`src/bzs_lerp.sv`:
```
`default_nettype none

// One coordinate of one interpolation: (a*u + b*t + half) >>> T, two register stages.
module bzs_lerp #(
    parameter int COORD_WIDTH = 24,
    parameter int T_FRAC_BITS = 16
) (
    input  wire logic                          i_clk,
    input  wire logic signed [COORD_WIDTH-1:0] i_a,
    input  wire logic signed [COORD_WIDTH-1:0] i_b,
    input  wire logic        [T_FRAC_BITS:0]   i_t,
    input  wire logic        [T_FRAC_BITS:0]   i_u,
    output logic signed      [COORD_WIDTH-1:0] o_q
);

    localparam int SW = COORD_WIDTH + T_FRAC_BITS + 2;
    localparam logic signed [SW-1:0] HALF = SW'(1) <<< (T_FRAC_BITS - 1);

    logic signed [SW-1:0] r_pa;
    logic signed [SW-1:0] r_pb;
    logic signed [SW-1:0] w_sum;

    // stage 1: weight both endpoints
    always_ff @(posedge i_clk) begin
        r_pa <= SW'(i_a) * SW'($signed({1'b0, i_u}));
        r_pb <= SW'(i_b) * SW'($signed({1'b0, i_t}));
    end

    // stage 2: add, round, floor shift
    assign w_sum = r_pa + r_pb + HALF;

    always_ff @(posedge i_clk) begin
        o_q <= w_sum[T_FRAC_BITS+COORD_WIDTH-1:T_FRAC_BITS];
    end

endmodule

`default_nettype wire

```
`config.mk`:
```
export PLATFORM = sky130hd
export DESIGN_NAME = bzs_lerp
export DESIGN_NICKNAME = d
export VERILOG_FILES = /design/src/bzs_lerp.sv
export SDC_FILE = /design/constraint.sdc
export NUM_CORES = 2
export LEC_CHECK = 0
export BUFFER_PORTS_ARGS = -buffer_cell sky130_fd_sc_hd__clkbuf_2
export CORE_MARGIN = 4
export CORE_UTILIZATION = 47
export DETAILED_ROUTE_END_ITERATION = 10
export SLEW_MARGIN = 40
export SYNTH_ARGS = -nofsm -noshare
export SYNTH_HDL_FRONTEND = slang
export SYNTH_SLANG_ARGS = --single-unit
```
`constraint.sdc`:
```
create_clock -name i_clk -period 8.1 [get_ports i_clk]
set_input_delay 0.81 -clock i_clk [delete_from_list [all_inputs] [get_ports i_clk]]
set_output_delay 0.81 -clock i_clk [all_outputs]
set_load 0.02 [all_outputs]
```
After elaboration in Yosys (flattened, before gate mapping)
Index checks and enable logic that the tools add are counted.
- bits in writable memories: 0
- logic and storage cells: 7
- bits in latches: 0
- memories kept: 0
- bits in read-only memories: 0
- flip-flop bits (word level): 104
- bitwise logic cells: 0
- $add $sub $neg: 2
- multiply operators: 2
- equal/unequal tests: 0
- div/mod/pow operators: 0
- magnitude comparators: 0
- reductions and logical operators: 0
- multiplexer cells: 0
- shift-type cells: 0
- operator list (operator ; number):
    $mul A24 B18 Y40 ; 2
    $add A40 B17 Y40 const B ; 1
    $add A40 B40 Y40 ; 1

Logic depth before layout (Yosys ltp)
- depth in word-level cells: 2
- depth in mapped cells: 24
- gate-level depth less buffers: 23

Worst setup path after synthesis
OpenSTA, ideal clock, no wires.
- kind: input -> register
- from: input i_b[23]
- to: register r_pb[39]
- setup slack: 1.357 ns
- buffers on the path: 2
- arrival time: 6.625 ns
- setup time: 0.118 ns
- stages on the path: 22
- cells stage by stage: clkbuf_1 nand2_1 fa_1 fa_1 inv_1 fa_1 fa_1 fa_1 inv_1 fa_1 inv_1 ha_1 buf_2 a21oi_1 o21bai_1 a21o_1 or3_1 o32a_1 a221o_1 a41o_1 o21ai_2 xnor2_1
- cells in the longest elaborated chain, start to end: 1
- RTL lines (element ; line ; RTL):
    start, declared ; 10 ; input wire logic signed [COORD_WIDTH-1:0] i_b,
    $mul A24 B18 Y40 ; 26 ; r_pb <= SW'(i_b) * SW'($signed({1'b0, i_t}));
    end signal, assigned ; 26 ;
    end, declared ; 20 ; logic signed [SW-1:0] r_pb;
Every way passes these cells.

Final worst setup path
- from: input i_t[3]
- to: register r_pb[39]
- cells in the longest elaborated chain, start to end: 1
- RTL lines (element ; line ; RTL):
    start, declared ; 11 ; input wire logic [T_FRAC_BITS:0] i_t,
    $mul A24 B18 Y40 ; 26 ;
Every way passes these cells.

==> flow_metrics.tcl <==
set metrics [dict create \
    clock_skew_ns 0.009999 \
    dp_hpwl_mm 61.27 \
    path_clk_slew_ns 0.07 \
    initial_core_util 0.4749 \
    io_buffers 106 \
    fin_crit_sh 0.8637 \
    yosys.cell_types.count 59 \
    ys_async_sr_fraction 0 \
    syn_area_per_cell_sq_um 9.104 \
    start_kind "input port" \
    netlist_area_sq_mm 0.03257 \
    postRouteAntennaNets 0 \
    clk_path_buf_depth 2 \
    synth_top_area_share 0.4782 \
    wirelength_mm 75.69 \
    num_vias 22900 \
    cts-root-buf "clkbuf_16" \
    cp_data_arrival_time_ns 7.24 \
    coreArea_sq_mm 0.06859 \
    synth_flop_cell "dfxtp_1" \
    yosys-top-cells-area "fa_1, inv_1, ha_1, and2_1, dfxtp_1" \
    ys_top_cells_by_count "inv_1, fa_1, nand2_1" \
    slew_headroom 0.5152 \
    worstPathMaxFanout 24 \
    hold_class "register to register" \
    tritoncts.num_buffers 9 \
    areaGrowthSynthToFinish_pct 4.978 \
    grt_overflow 0 \
    nets 4716 \
    diodes 0 \
    num_rows 96 \
    antenna_found_initial 3 \
    cts.sinks 104 \
    required_ns 8.35 \
    ctsHoldBuffers 0 \
    ys.warnings.count 0 \
    htreeDepth 3 \
    cts_resized 0 \
    yosysMostFrequentCell "inv_1" \
    tightest_slew_ns 0.7271 \
    cts_tree "built" \
    synthCells 3578 \
    fmax_mhz 142.9 \
    final_layout_size_suffix_gt1_frac 0.03815 \
    grt_pass1_vias 24700 \
    drt_iter0_drc 1007 \
    drt-vias-per-instance 5.064 \
    grt_pass1_wl_mm 126.6 \
    dieHeight_microns 271.3 \
    fin_crit_ns 6.996 \
    ys_seq_area_frac 0.06392 \
    cts_setup_buffers 0 \
    insertion_delay_ns 0.36 \
    place.gp.congestion 0.8360 \
    wl_per_cell_microns 16.74 \
    worstSetupPathType "input port to register" \
    synth_top_area_cell "fa_1" \
    num_io_pins 107 \
    grt_max_degree 26 \
    synth_edf_count 0 \
    final_max_slew_viol_count 0 \
    synth_seq_cells 104 \
    final-setup-viol-count 0 \
    drv_cap 0 \
    end_kind "register" \
    hold_viol 0 \
    die_x_microns 271.3 \
    dr.pass1.iters 5 \
    rsz0062_at_grt "false" \
    die-area_sq_mm 0.07358 \
    status "finished clean" \
    route.detailed.drc 0 \
    syn_nets 4708 \
    fin_tns_setup_ns 0 \
    grtUsageTotal 0.2149 \
]
-- state kept, by name, indices dropped and copies added (netlist names) --
name  flops
r_pb     40
o_q      24
r_pa     40
-- worst max-delay path, stage by stage --
cell and delay, ns:
clkbuf_2 0.46, nand2_1 0.25, fa_1 0.78, fa_1 0.48, inv_1 0.09, fa_1 0.44, fa_1 0.51, fa_1 0.49
inv_1 0.05, fa_1 0.47, inv_1 0.04, ha_1 0.36, a21oi_1 0.16, o21bai_1 0.07, a21o_1 0.19, or3_1 0.34
o32a_1 0.35, a221o_1 0.39, a41o_1 0.29, o21ai_2 0.15, xnor2_1 0.08
-- cell type report --
class                   instances  area [sq um]
clock buffers                  11         242.7
clock inverters                 5         63.81
fillers                      6624         34390
multi-input cells            2409         26490
repair buffers                114         590.6
inverters                     948          3558
flip-flops and latches        104          2082
well taps                     931          1165
-- cells in the final DEF, fill, tap and decap left out, types with 3 or more instances in the layout --
cell | netlist | final
ha_1 | 269 | 269
nor2b_1 | 15 | 15
o21ai_1 | 3 | 3
nand2b_1 | 14 | 14
o21bai_1 | 16 | 16
o31ai_1 | 4 | 4
nand2_1 | 466 | 466
nor4_1 | 4 | 4
buf_4 | 0 | 8
nand3_1 | 18 | 18
a211o_1 | 6 | 6
nor3_1 | 15 | 15
inv_1 | 948 | 948
a211oi_1 | 8 | 8
nor2_1 | 51 | 51
fa_1 | 778 | 778
clkbuf_16 | 0 | 9
and2_1 | 387 | 387
o21ai_0 | 35 | 35
xnor2_1 | 81 | 81
xor2_1 | 29 | 29
nand3b_1 | 3 | 3
o21a_1 | 13 | 13
a21o_1 | 30 | 30
o211ai_1 | 6 | 6
clkbuf_2 | 0 | 106
or4_1 | 4 | 4
and3_1 | 12 | 12
a21oi_1 | 78 | 78
dfxtp_1 | 104 | 104
nand4_1 | 14 | 14
or3_1 | 5 | 5
a31oi_1 | 11 | 11
-- per-stage QoR --
step	setup WS, ns	hold slack, ns	utilization	cells	area [sq um]
6_report	1.104	0.7269	0.4986	4522	34190
4_1_cts	1.134	0.7199	0.4986	4522	34190
3_3_place_gp	0.8006	0.7000	0.4941	4506	33890
5_1_grt	0.7300	0.7667	0.4986	4522	34190
3_5_place_dp	0.7486	0.6979	0.4941	4506	33890
2_1_floorplan	1.357	0.6279	-	3578	32570
-- kinds of logic (layout without fill, tap and decap cells) --
kind of cell / after synthesis / count (layout) / share of synthesized area
xor+xnor: 110 / 110 / 0.02958
fa+ha+maj: 1047 / 1047 / 0.5815
mux: 1 / 1 / 0.0003073
simple gates: 1012 / 1012 / 0.1543
flops: 104 / 104 / 0.06392
compound gates: 239 / 239 / 0.04763
buf+inv: 1065 / 1078 / 0.1228
-- final timing paths --
check	startpoint	endpoint	slack [ns]	cells past startpoint
max	i_t[3]	r_pb[39]$_DFF_P_	1.10	21
min	r_pb[39]$_DFF_P_	o_q[23]$_DFF_P_	0.73	3
max reg2reg	r_pa[12]$_DFF_P_	o_q[23]$_DFF_P_	4.43	11
min reg2reg	r_pb[39]$_DFF_P_	o_q[23]$_DFF_P_	0.73	3
-- per-layer routing --
layer  up-vias  GRT usage  part of all wire
met5         -          0           0.00036
li1      10420          -                 -
met3       149    0.02263             0.037
met2       476     0.3831              0.51
met1     11850     0.2782              0.42
met4         4    0.06282             0.033
Power is not shown: default switching activity piles up to over one toggle a cycle in this logic, so the estimate is an artifact.
